--- src/hdl/pssp_pkg.sv ---
// ----------------------------------------------------------------------------
// pssp_pkg
// Shared types and constants for the protobuf sample stream parser.
// ----------------------------------------------------------------------------
package pssp_pkg;

    // parse phase of the wire-format decoder
    typedef enum logic [2:0] {
        PH_KEY    = 3'd0,
        PH_VALUE  = 3'd1,
        PH_LEN    = 3'd2,
        PH_SKIP   = 3'd3,
        PH_PACKED = 3'd4
    } t_phase;

    // what the current field carries
    typedef enum logic [1:0] {
        FK_OTHER    = 2'd0,
        FK_SAMPLE   = 2'd1,
        FK_CHANNELS = 2'd2
    } t_field;

    // wire types
    localparam logic [2:0] WT_VARINT = 3'd0;
    localparam logic [2:0] WT_I64    = 3'd1;
    localparam logic [2:0] WT_LEN    = 3'd2;
    localparam logic [2:0] WT_I32    = 3'd5;

    // field numbers
    localparam logic [31:0] FIELD_SAMPLES  = 32'd1;
    localparam logic [31:0] FIELD_CHANNELS = 32'd2;

    // result kinds
    localparam logic KIND_SAMPLE  = 1'b0;
    localparam logic KIND_SUMMARY = 1'b1;

    localparam int ACC_W    = 64;
    localparam int REM_W    = 24;
    localparam int VALUE_W  = 31;
    localparam int VCOUNT_W = 4;

    // largest varint is ten bytes
    localparam logic [VCOUNT_W-1:0] VARINT_MAX_BYTES = 4'd10;
    localparam logic [VCOUNT_W-1:0] VARINT_LAST_SLOT = 4'd9;

    localparam logic [32:0] MAX_MESSAGE_BYTES = 33'd16777216;

    localparam logic [7:0] SAMPLE_SAT = 8'd255;

endpackage

--- src/hdl/protobuf_sample_stream_parser.sv ---
// ----------------------------------------------------------------------------
// protobuf_sample_stream_parser
// Decodes a protobuf Signal message one byte per item, emits field 1 samples
// and an end-of-message summary with the channel count.
// ----------------------------------------------------------------------------
// stages: an item goes through the input register, then the result register;
//   end items always produce a summary item
// throughput: one item per cycle unless the output stalls; the per-byte varint update sets the pace
// reset: synchronous active-low i_rst_n clears both stages and the parse state
module protobuf_sample_stream_parser (
    input  logic        i_clk,
    input  logic        i_rst_n,
    input  logic        s_axis_tvalid,
    output logic        s_axis_tready,
    input  logic [31:0] s_axis_tdata,   // data_byte[7:0], bytes_remaining[31:8]
    input  logic        s_axis_tlast,   // operation: end of message
    output logic        m_axis_tvalid,
    input  logic        m_axis_tready,
    output logic [31:0] m_axis_tdata,   // value[30:0], status[31]
    output logic        m_axis_tuser    // kind[0]
);
    import pssp_pkg::*;

    // input register
    logic             r_in_valid;
    logic             r_in_last;
    logic [7:0]       r_in_byte;
    logic [REM_W-1:0] r_in_rem;

    // parse state
    t_phase              r_phase,   n_phase;
    logic [ACC_W-1:0]    r_acc,     n_acc;
    logic [VCOUNT_W-1:0] r_vcount,  n_vcount;
    t_field              r_field,   n_field;
    logic [REM_W-1:0]    r_region,  n_region;
    logic [31:0]         r_chan,    n_chan;
    logic                r_error,   n_error;

    // result register
    logic               r_out_valid;
    logic               r_out_kind;
    logic [VALUE_W-1:0] r_out_value;
    logic               r_out_status;

    logic               res_valid;
    logic               res_kind;
    logic [VALUE_W-1:0] res_value;
    logic               res_status;

    logic advance;

    // varint byte add, shared by all varint phases
    logic [6:0]          sh;
    logic [ACC_W-1:0]    acc_add;
    logic [VCOUNT_W-1:0] cnt_add;
    logic                above_add;
    logic                more;
    logic [7:0]          sample_add;
    logic [31:0]         key_field;
    logic [2:0]          key_wire;
    logic [REM_W-1:0]    region_dec;
    logic [31:0]         chan_rep;

    assign advance       = r_in_valid && (!r_out_valid || m_axis_tready);
    assign s_axis_tready = !r_in_valid || advance;

    assign sh        = 7'(r_vcount) * 7'd7;
    assign acc_add   = (r_vcount <= VARINT_LAST_SLOT)
                     ? (r_acc | ({57'd0, r_in_byte[6:0]} << sh)) : r_acc;
    assign cnt_add   = r_vcount + 4'd1;
    assign above_add = |acc_add[ACC_W-1:8];
    assign more      = r_in_byte[7];
    assign sample_add = above_add ? SAMPLE_SAT : acc_add[7:0];
    assign key_field = acc_add[34:3];
    assign key_wire  = acc_add[2:0];
    assign region_dec = (r_region != '0) ? r_region - 1'b1 : r_region;
    assign chan_rep  = (r_chan == '0 || r_chan[31]) ? 32'd1 : r_chan;

    always_comb begin
        n_phase    = r_phase;
        n_acc      = r_acc;
        n_vcount   = r_vcount;
        n_field    = r_field;
        n_region   = r_region;
        n_chan     = r_chan;
        n_error    = r_error;
        res_valid  = 1'b0;
        res_kind   = KIND_SAMPLE;
        res_value  = VALUE_W'(sample_add);
        res_status = 1'b0;

        if (r_in_last) begin
            res_valid  = 1'b1;
            res_kind   = KIND_SUMMARY;
            res_value  = chan_rep[VALUE_W-1:0];
            res_status = r_error || (r_phase != PH_KEY) || (r_vcount != '0);
            n_phase    = PH_KEY;
            n_acc      = '0;
            n_vcount   = '0;
            n_field    = FK_OTHER;
            n_region   = '0;
            n_chan     = '0;
            n_error    = 1'b0;
        end else if (r_error) begin
            // ignore bytes until the end item
        end else if ({9'd0, r_in_rem} >= MAX_MESSAGE_BYTES) begin
            n_error = 1'b1;
        end else begin
            case (r_phase)
                PH_SKIP: begin
                    n_region = region_dec;
                    if (region_dec == '0) begin
                        n_phase = PH_KEY;
                    end
                end
                PH_PACKED: begin
                    n_region = region_dec;
                    if (!more || cnt_add == VARINT_MAX_BYTES || region_dec == '0) begin
                        res_valid = 1'b1;
                        n_acc     = '0;
                        n_vcount  = '0;
                        if (region_dec == '0) begin
                            n_phase = PH_KEY;
                        end else if (more) begin
                            // overlong varint: drop the rest of the region
                            n_phase = PH_SKIP;
                        end
                    end else begin
                        n_acc    = acc_add;
                        n_vcount = cnt_add;
                    end
                end
                default: begin
                    if (more) begin
                        n_acc    = acc_add;
                        n_vcount = cnt_add;
                        if (cnt_add == VARINT_MAX_BYTES || r_in_rem == '0) begin
                            n_error = 1'b1;
                        end
                    end else begin
                        n_acc    = '0;
                        n_vcount = '0;
                        n_phase  = PH_KEY;
                        case (r_phase)
                            PH_KEY: begin
                                n_field = FK_OTHER;
                                case (key_wire)
                                    WT_VARINT: begin
                                        if (key_field == FIELD_SAMPLES) begin
                                            n_field = FK_SAMPLE;
                                        end else if (key_field == FIELD_CHANNELS) begin
                                            n_field = FK_CHANNELS;
                                        end
                                        n_phase = PH_VALUE;
                                        if (r_in_rem == '0) n_error = 1'b1;
                                    end
                                    WT_LEN: begin
                                        if (key_field == FIELD_SAMPLES) begin
                                            n_field = FK_SAMPLE;
                                        end
                                        n_phase = PH_LEN;
                                        if (r_in_rem == '0) n_error = 1'b1;
                                    end
                                    WT_I64: begin
                                        if (r_in_rem < REM_W'(8)) begin
                                            n_error = 1'b1;
                                        end else begin
                                            n_region = REM_W'(8);
                                            n_phase  = PH_SKIP;
                                        end
                                    end
                                    WT_I32: begin
                                        if (r_in_rem < REM_W'(4)) begin
                                            n_error = 1'b1;
                                        end else begin
                                            n_region = REM_W'(4);
                                            n_phase  = PH_SKIP;
                                        end
                                    end
                                    default: begin
                                        n_error = 1'b1;
                                    end
                                endcase
                            end
                            PH_VALUE: begin
                                if (r_field == FK_SAMPLE) begin
                                    res_valid = 1'b1;
                                end else if (r_field == FK_CHANNELS) begin
                                    n_chan = acc_add[31:0];
                                end
                            end
                            default: begin
                                // length of a length-delimited field
                                if (acc_add > {40'd0, r_in_rem}) begin
                                    n_error = 1'b1;
                                end else if (acc_add != '0) begin
                                    n_region = acc_add[REM_W-1:0];
                                    n_phase  = (r_field == FK_SAMPLE) ? PH_PACKED : PH_SKIP;
                                end
                            end
                        endcase
                    end
                end
            endcase
        end
    end

    always_ff @(posedge i_clk) begin
        if (!i_rst_n) begin
            r_in_valid  <= 1'b0;
            r_out_valid <= 1'b0;
            r_phase     <= PH_KEY;
            r_acc       <= '0;
            r_vcount    <= '0;
            r_field     <= FK_OTHER;
            r_region    <= '0;
            r_chan      <= '0;
            r_error     <= 1'b0;
        end else begin
            if (s_axis_tvalid && s_axis_tready) begin
                r_in_valid <= 1'b1;
            end else if (advance) begin
                r_in_valid <= 1'b0;
            end
            if (advance) begin
                r_out_valid <= res_valid;
                r_phase     <= n_phase;
                r_acc       <= n_acc;
                r_vcount    <= n_vcount;
                r_field     <= n_field;
                r_region    <= n_region;
                r_chan      <= n_chan;
                r_error     <= n_error;
            end else if (m_axis_tready) begin
                r_out_valid <= 1'b0;
            end
        end
    end

    // payload registers
    always_ff @(posedge i_clk) begin
        if (s_axis_tvalid && s_axis_tready) begin
            r_in_last <= s_axis_tlast;
            r_in_byte <= s_axis_tdata[7:0];
            r_in_rem  <= s_axis_tdata[31:8];
        end
        if (advance && res_valid) begin
            r_out_kind   <= res_kind;
            r_out_value  <= res_value;
            r_out_status <= res_status;
        end
    end

    assign m_axis_tvalid = r_out_valid;
    assign m_axis_tdata  = {r_out_status, r_out_value};
    assign m_axis_tuser  = r_out_kind;

endmodule

--- config.mk ---
export PLATFORM = sky130hd
export DESIGN_NAME = protobuf_sample_stream_parser
export DESIGN_NICKNAME = d
export VERILOG_FILES = /design/src/hdl/pssp_pkg.sv /design/src/hdl/protobuf_sample_stream_parser.sv
export SDC_FILE = /design/constraint.sdc
export NUM_CORES = 1
export LEC_CHECK = 0
export BUFFER_PORTS_ARGS = -buffer_cell sky130_fd_sc_hd__buf_2
export CORE_UTILIZATION = 55
export DETAILED_ROUTE_END_ITERATION = 10
export PLACE_DENSITY = 0.73
export SETUP_SLACK_MARGIN = 0.02
export SLEW_MARGIN = 20
export SYNTH_ARGS = -nofsm -noshare
export SYNTH_HDL_FRONTEND = slang
export SYNTH_SLANG_ARGS = --single-unit
--- constraint.sdc ---
create_clock -name i_clk -period 4.2 [get_ports i_clk]
set_input_delay 0.42 -clock i_clk [delete_from_list [all_inputs] [get_ports i_clk]]
set_output_delay 0.42 -clock i_clk [all_outputs]
set_load 0.05 [all_outputs]
Yosys cells after proc, flatten, opt, wreduce, memory -nomap -nowiden:

Cells that the tools add are included.

* bits in registers: 198
* input port bits: 37
* output and inout port bits: 35
* word-level logic and storage cells: 169

* add/subtract/negate cells: 2
* multipliers: 1
* magnitude comparators: 4
* equality and inequality tests: 26
* shift operators: 1
* muxes and demuxes: 79
* bitwise operators: 2
* reductions and logical operators: 38

Operators by type and width (count)
* $mux 64: 5
* $mux 32: 7
* $mux 24: 9
* $pmux 64 s2: 1
* $pmux 24 s2: 2
* $gt 64x24->1: 1
* $or 64x64->64: 1
* $reduce_bool 64->1: 1
* $shl 7x7->64: 1
* $reduce_or 56->1: 1
* $logic_not 24->1: 2
* $eq 32x1->1 const B: 1
* $eq 32x2->1 const B: 1
* $logic_not 32->1: 1
* $mux 3: 10
* $lt 24x3->1 const B: 1
* $lt 24x4->1 const B: 1
* $mux 8: 3
* $reduce_bool 24->1: 1
* $sub 24x1->24 const B: 1
* $mux 1: 21
* $mux 2: 9
* $mux 4: 4
* $ne 3x3->1 const B: 4
* other kinds (36): 64

Depth between registers and ports, before layout:

Gate-level depths: netlist (run 1).

* depth in word-level cells: 13
* depth in mapped cells: 17
* depth with buffers taken out: 13

Worst setup path before layout (run 1):

No wires, ideal clock.

* kind: reg2reg
* start: reg r_vcount[2]
* end: reg r_region[0]
* setup time: 0.088 ns
* data arrival time: 3.630 ns
* data required time: 4.112 ns
* slack: 0.483 ns
* stages on the path, launching flop included: 17
* path buffers: 3
* clock period less this slack: 3.717 ns
* path through: dfxtp_1 clkbuf_1 nor4b_1 a21oi_1 inv_1 ha_1 a21o_1 a21o_1 a21o_1 a211oi_1 a2bb2oi_1 nand3_1 a221oi_1 buf_2 buf_2 nand3_1 o31ai_1

* longest elaborated chain between the ends: 11
* elaborated cells on any way between the ends: 23
* classes of those cells: 1 x mul; 2 x order compare; 6 x eq/ne; 1 x shift; 9 x mux; 1 x bitwise; 3 x reduce/logical

RTL lines
* from (decl): line protobuf_sample_stream_parser.sv:33 `logic [VCOUNT_W-1:0] r_vcount, n_vcount;`
* from (signal assigned): line protobuf_sample_stream_parser.sv:229 `r_vcount <= n_vcount;`
* $mul 4x3->7: line protobuf_sample_stream_parser.sv:67 `assign sh = 7'(r_vcount) * 7'd7;`
* $shl 7x7->64: line protobuf_sample_stream_parser.sv:69 `? (r_acc | ({57'd0, r_in_byte[6:0]} << sh)) : r_acc;`
* $or 64x64->64: line protobuf_sample_stream_parser.sv:69
* $mux 64 *: line protobuf_sample_stream_parser.sv:69
* branches (longest 7 deep; another with $gt 64x24->1)
* to (signal assigned): line protobuf_sample_stream_parser.sv:231 `r_region <= n_region;`
* to (decl): line protobuf_sample_stream_parser.sv:35 `logic [REM_W-1:0] r_region, n_region;`

Every way passes the cells marked *. The select of a mux whose other input is x is not followed.
A chain may end at the register's enable or synchronous reset.

Final worst setup path (run 1):

* start: reg r_vcount[2]
* end: reg r_region[22]

The elaborated chain is that of the path after synthesis.

==> results.toml, run 1 <==
[sta]
worst_pin_slew_ns = 0.999
finalSetupTns_ns = 0
period_needed_ns = 3.81
setup-violations-final = 0
post-route-period-util_pct = 90.8
slew_headroom_pct = 33.0
rsz0062_at_grt = "no"
hold_viol = 0
fmax_mhz = 262
maxSlewViolCount = 0
clock_skew_ns = 0.00993

[placement]
portBuffers = 71
gp_congestion = 0.938
post-dp-hpwl_mm = 18.3

[grt]
grt_pass1_wl_mm = 40.1
grt_max_degree = 45
grt_usage_pct = 29.4
grt_pass1_vias = 7334
overflow = 0
antenna_found_initial = 0

[power_and_ir_drop]
powerDensity_nw_per_um2 = 403
power_uw = 4400
ir_worst_vdd_uv = 303
p_leak_uw = 0.00448

[route]
wl_met1_mm = 11.1
via_per_inst = 6.26
vias = 8261
routed_wl_mm = 25.6
dr.pass1.iters = 6
dr_wl_met3_mm = 2.31
wl_per_cell_um = 19.4
dr.first_iter.drc_count = 875
routed.top_layer = "met4"
drc = 0
dr_wl_met2_mm = 11.5
route.antenna.remaining_nets = 0

[finish]
diodes = 0
area_growth_pct = 14.5
drive_above_1_share_pct = 16.6
final_nets = 1154

[clocking]
cts-root-buf = "clkbuf_16"
numCtsBuffers = 17
insertion_delay_ns = 0.44
htreeDepth = 4
path_clk_slew_ns = 0.07
cts_hold_buf = 0
clock_path_buffers = 2
post_cts_resized = 0
cts_tree = "yes"
cts_setup_buffers = 0
cts.sinks = 198

[hold_path]
hold_path.class = "in -> reg"

[setup_path]
crit_path_max_incr_delay_ns = 0.40
critical_path_class = "reg -> reg"
slowest_stage = "dfxtp_1"
cp_data_required_time_ns = 4.53
crit_path_cell_trace = "buf_4, nor4b_1, buf_4, a21oi_1, inv_1, ha_1, a21o_1, a21o_1, a21oi_1, o21ai_0, a2bb2oi_1, nand3_1, a221oi_4, buf_12, o221ai_1, o211a_1"
worstSetupEndpointType = "register"
cp_max_fo = 38
critical_path_arrival_ns = 4.15
startpoint_type = "register"

[floorplanning]
chipHeight_um = 134
core_um2 = 16800
dieArea_um2 = 17900
die_w_um = 134
start_util_pct = 56.9
rows = 47
io-pin-count = 72

[logic_synthesis]
synth_area_per_cell_um2 = 9.39
synthFlopType = "dfxtp_1"
ys_ff_latch = 198
async_flop_share_pct = 0
netlist_area_um2 = 9540
syn_nets = 1083
yosysSeqAreaShare_pct = 48.5
synth-edff-count = 66
synth-warning-count = 0
syn_inst = 1016
synth_cell_types = 78

[run_status]
status = "finished, final reports clean"

[run]
drv_cap = 0
-- routing by layer --
metal	up-vias	GRT usage [%]
met3	55	7.00
li1	3909	-
met5	-	0
met2	413	45.9
met1	3884	40.0
met4	0	9.72
-- cell type report --
class | instances | area (um2)
multi-input cells | 690 | 4440
flip-flops and latches | 198 | 4630
repair buffers | 121 | 756
clock inverters | 15 | 171
fillers | 1368 | 5840
inverters | 59 | 221
clock buffers | 17 | 425
well taps | 220 | 275
-- power by group --
group / internal, uW / switching [uW]
clock network: 893 / 754
logic: 227 / 446
registers: 2030 / 50.9
total: 3150 / 1250
-- kinds of logic after synthesis --
group / count (synthesis) / synth area share, %
buffers and inverters: 128 / 5.43
multiplexers: 5 / 0.525
adder cells (fa/ha/maj): 30 / 3.94
flip-flops: 198 / 48.5
AND/OR/NAND/NOR: 369 / 20.2
XOR/XNOR: 13 / 1.19
AO/OA/AOI/OAI: 273 / 20.2
-- flip-flops by register name, indices dropped and copies added (netlist names), 2 cells and up --
signal / count
r_field: 2
r_acc: 64
r_chan: 32
r_out_value: 31
r_in_rem: 24
r_in_byte: 8
r_vcount: 4
r_region: 24
r_phase: 3
-- critical path, delay by kind of cell (launching register included) --
kind            cells  cell delay (ns)
compound gates      9             1.73
buf+inv             4             0.76
simple gates        2             0.59
flops               1             0.40
fa+ha+maj           1             0.23
-- layout by cell type (no fill, tap or decap), types with 5 or more instances in the layout --
cell / instances
o32ai_1: 6
clkbuf_16: 17
or4_1: 7
nor2b_1: 5
dfxtp_1: 130
mux2i_1: 5
a21oi_1: 57
a22o_1: 7
o21ai_0: 53
inv_1: 57
nor2_1: 79
nand4_1: 19
xor2_1: 5
nor4_2: 5
xnor2_1: 8
a32o_1: 30
buf_4: 48
a21boi_0: 7
nand3b_1: 6
a31o_2: 5
o211a_1: 12
nand3_1: 29
o31ai_1: 10
edfxtp_1: 66
a211oi_1: 7
and2_1: 34
buf_2: 71
o21ai_1: 8
ha_1: 30
nor4_1: 31
nor3_1: 41
a21o_1: 8
o221ai_1: 12
nand2b_1: 7
nand2_1: 80
o211ai_1: 10
-- stage by stage --
step / setup slack (ns) / instances / hold slack [ns] / utilization [%] / area [um2]
3_3_place_gp: 0.382 / 1288 / 0.439 / 61.5 / 10300
4_1_cts: 0.228 / 1320 / 0.143 / 65.0 / 10900
6_report: 0.385 / 1320 / 0.154 / 65.1 / 10900
5_1_grt: 0.0448 / 1320 / 0.133 / 65.1 / 10900
2_1_floorplan: 0.483 / 1016 / 0.432 / - / 9540
3_5_place_dp: 0.281 / 1288 / 0.447 / 61.5 / 10300
-- cell usage after synthesis, types with 4 or more instances --
cell type | number | area [um2]
o21ai_1 | 8 | 40.0
a22o_1 | 7 | 61.3
a21o_1 | 8 | 60.1
or3_1 | 4 | 25.0
and2_1 | 34 | 213
a21oi_1 | 60 | 300
buf_1 | 4 | 15.0
nand3_1 | 29 | 145
a31o_2 | 5 | 43.8
a31oi_1 | 4 | 25.0
nor2b_1 | 5 | 31.3
nand4_1 | 19 | 119
edfxtp_1 | 66 | 1980
buf_4 | 6 | 45.0
nor4_1 | 31 | 194
o221ai_1 | 12 | 105
a21boi_0 | 7 | 52.6
buf_2 | 11 | 55.1
nand2_1 | 80 | 300
nor3_1 | 42 | 210
ha_1 | 30 | 375
a211oi_1 | 7 | 52.6
nor4b_1 | 4 | 35.0
o21ai_0 | 53 | 265
nor2_1 | 79 | 297
xor2_1 | 5 | 43.8
o211a_1 | 12 | 120
a32o_1 | 30 | 300
clkbuf_1 | 47 | 176
o31ai_1 | 10 | 75.1
nor4_2 | 5 | 62.6
inv_1 | 57 | 214
o32ai_1 | 6 | 52.6
o211ai_1 | 10 | 75.1
nand2b_1 | 7 | 43.8
xnor2_1 | 8 | 70.1
dfxtp_1 | 132 | 2640
mux2i_1 | 5 | 50.1
nand3b_1 | 6 | 45.0
or4_1 | 7 | 52.6
-- final timing paths --
| check | endpoint | slack, ns | start | cells after the start |
|---|---|---|---|---|
| hold / removal | r_in_byte[0] | 0.15 | s_axis_tdata[0] | 1 |
| setup reg to reg | r_region[22] | 0.39 | r_vcount[2] | 16 |
| hold reg to reg | r_acc[39] | 0.46 | r_acc[39] | 1 |
| setup / recovery | r_region[22] | 0.39 | r_vcount[2] | 16 |
(Power assumes the default switching activity.)
==> run 2, diff against run 1 <==
- CORE_UTILIZATION: 55 -> 54
- PLACE_DENSITY: 0.73 -> 0.75
- clock period: 4.2 -> 3.23 ns (I/O delays scaled with it)
==> results.toml, run 2 (same netlist as run 1, synthesis figures left out) <==
[setup_path]
r2r_cells = 19
worstSetupEndpointType = "register"
critPathLaunch = "r_vcount[3]"
regToRegSetupSlack_ns = -0.36
slowest_stage = "dfxtp_4"
crit_family = "simple AND/OR/NAND/NOR gates"
cp_data_required_time_ns = 3.57
crit_top_cell = "buf_6"
cp_num_buf_inv = 7
critical_path_arrival_ns = 3.93
r2r-start = "r_vcount[3]"
worst-path-stages = 19
cp_max_fo = 8
critical_path_class = "reg -> reg"
crit_path_max_incr_delay_ns = 0.43
startpoint_type = "register"
crit_path_cell_trace = "nor4_4, buf_4, buf_6, buf_6, a21oi_4, inv_2, ha_4, nand4_1, nor3_2, nand3_1, nand2_1, a2bb2oi_2, nand3_2, a221oi_4, buf_6, buf_12, buf_16, a21oi_2, a31o_2"
reg2reg_to = "r_region[6]"
cp-endpoint = "r_region[6]"

[sta]
maxSlewViolCount = 0
clock_skew_ns = 0.0178
setup-violations-final = 66
fmax_mhz = 278
worst_slack_ns = -0.362
rsz0062_at_grt = "yes"
worst_pin_slew_ns = 0.999
hold_viol = 0
slew_headroom_pct = 32.9
period_needed_ns = 3.59
post-route-period-util_pct = 111

[placement]
portBuffers = 71
dp_cells = 1378
post-dp-hpwl_mm = 19.2
gp_congestion = 0.955

[finish]
seq_area_um2 = 4640
drive_above_1_share_pct = 31.7
diodes = 0
area_growth_pct = 33.4
final_common_cell = "buf_4"
final_nets = 1278
final_core_util_pct = 73.6
mostFrequentLayoutCells = "buf_4 (139), dfxtp_1 (124), nand2_1 (79)"
largest_reg_flops = 64
regMostFlops = "r_acc"
n_fill_cell = 1169
instances_no_fill = 1449
reg_top3 = "r_acc x64, r_chan x32, r_out_value x31"
multiInputGateArea_um2 = 5010

[grt]
grt_max_degree = 45
antenna_found_initial = 0
overflow = 0
grt_usage_pct = 31.0
grt_pass1_vias = 8296
grt_pass1_wl_mm = 43.0

[power_and_ir_drop]
power.switching_uw = 1850
p_clk_share_pct = 33.4
ir_worst_vdd_uv = 404
p_comb_share_pct = 22.5
power_uw = 6080
powerDensity_nw_per_um2 = 478
pwr-share-seq_pct = 44.1
p_int_uw = 4230
swShare_pct = 30.5
p_leak_uw = 0.00526

[run]
drv_cap = 0

[floorplanning]
start_util_pct = 55.1
rows = 48
die_w_um = 135
core_um2 = 17300
io-pin-count = 72
dieArea_um2 = 18200
chipHeight_um = 135

[clocking]
insertion_delay_ns = 0.45
cts.sinks = 198
cts_tree = "yes"
path_clk_slew_ns = 0.07
htreeDepth = 4
numCtsBuffers = 17
clock_path_buffers = 2
cts-root-buf = "clkbuf_16"

[hold_path]
hold_path.class = "in -> reg"

[run_status]
violations = "setup timing"
status = "complete, but fails checks"

[route]
dr.first_iter.drc_count = 1050
drc = 0
via_per_inst = 6.38
dr.pass1.iters = 5
routed_wl_mm = 31.0
wl_per_cell_um = 21.4
route.antenna.remaining_nets = 0
vias = 9248
==> run 2: timing repair <==
| action | 4_1_cts | 5_1_grt |
|---|---|---|
| pin swaps | 23 | 48 |
| hold buffers | 0 | 0 |
| setup endpoints to repair | 125 | 126 |
| gates cloned | 4 | 10 |
| resized for setup | 48 | 91 |
| setup buffers | 11 | 16 |
==> run 2: layer usage <==
metal	track usage [%]	wire [um]	up-vias
met3	7.06	2840	128
met5	0	0	-
met4	15.6	1680	0
met2	47.7	14100	586
li1	-	-	4153
met1	41.0	12400	4381
==> run 2: stage by stage <==
step | hold WS [ns] | setup slack, ns | instance area (um2) | setup TNS, ns
floorplan | 0.422 | 0.0223 | 9610 | 0
global placement | 0.445 | -0.163 | 11000 | -10.89
detailed placement | 0.450 | -0.259 | 11000 | -16.03
CTS | 0.0491 | -0.0301 | 11900 | -0.0441
global route | 0.0391 | -0.431 | 12700 | -16.89
finish | 0.0492 | -0.362 | 12700 | -11.67
==> run 2: area by class of cell <==
| cell class | instances | share of cell area, % |
|---|---|---|
| timing repair buffer | 244 | 15.8 |
| clock buffer | 18 | 3.37 |
| tap | 225 | 2.21 |
| sequential | 198 | 36.5 |
| clock inverter | 14 | 0.983 |
| inverter | 59 | 1.74 |
| multi-input combinational | 691 | 39.4 |
==> run 2: how the worst min path moves through the flow <==
| stage | from | cells past startpoint | slack (ns) | to |
|---|---|---|---|---|
| after detailed placement | r_acc[37] | 1 | 0.45 | r_acc[37] |
| after global placement | r_acc[46] | 1 | 0.45 | r_acc[46] |
| final | s_axis_tdata[20] | 1 | 0.05 | r_in_rem[12] |
| after global routing | s_axis_tdata[20] | 1 | 0.04 | r_in_rem[12] |
| after CTS | s_axis_tdata[11] | 1 | 0.05 | r_in_rem[3] |
| after floorplan | s_axis_tdata[0] | 0 | 0.42 | r_in_byte[0] |
==> run 2: power groups by stage <==
stage	sequential [uW]	combinational [uW]	clock, uW
5_1_grt	2690	1430	2130
2_1_floorplan	2760	579	0
3_3_place_gp	2730	1020	0
4_1_cts	2680	1100	2020
6_report	2680	1370	2030
3_5_place_dp	2740	1030	0
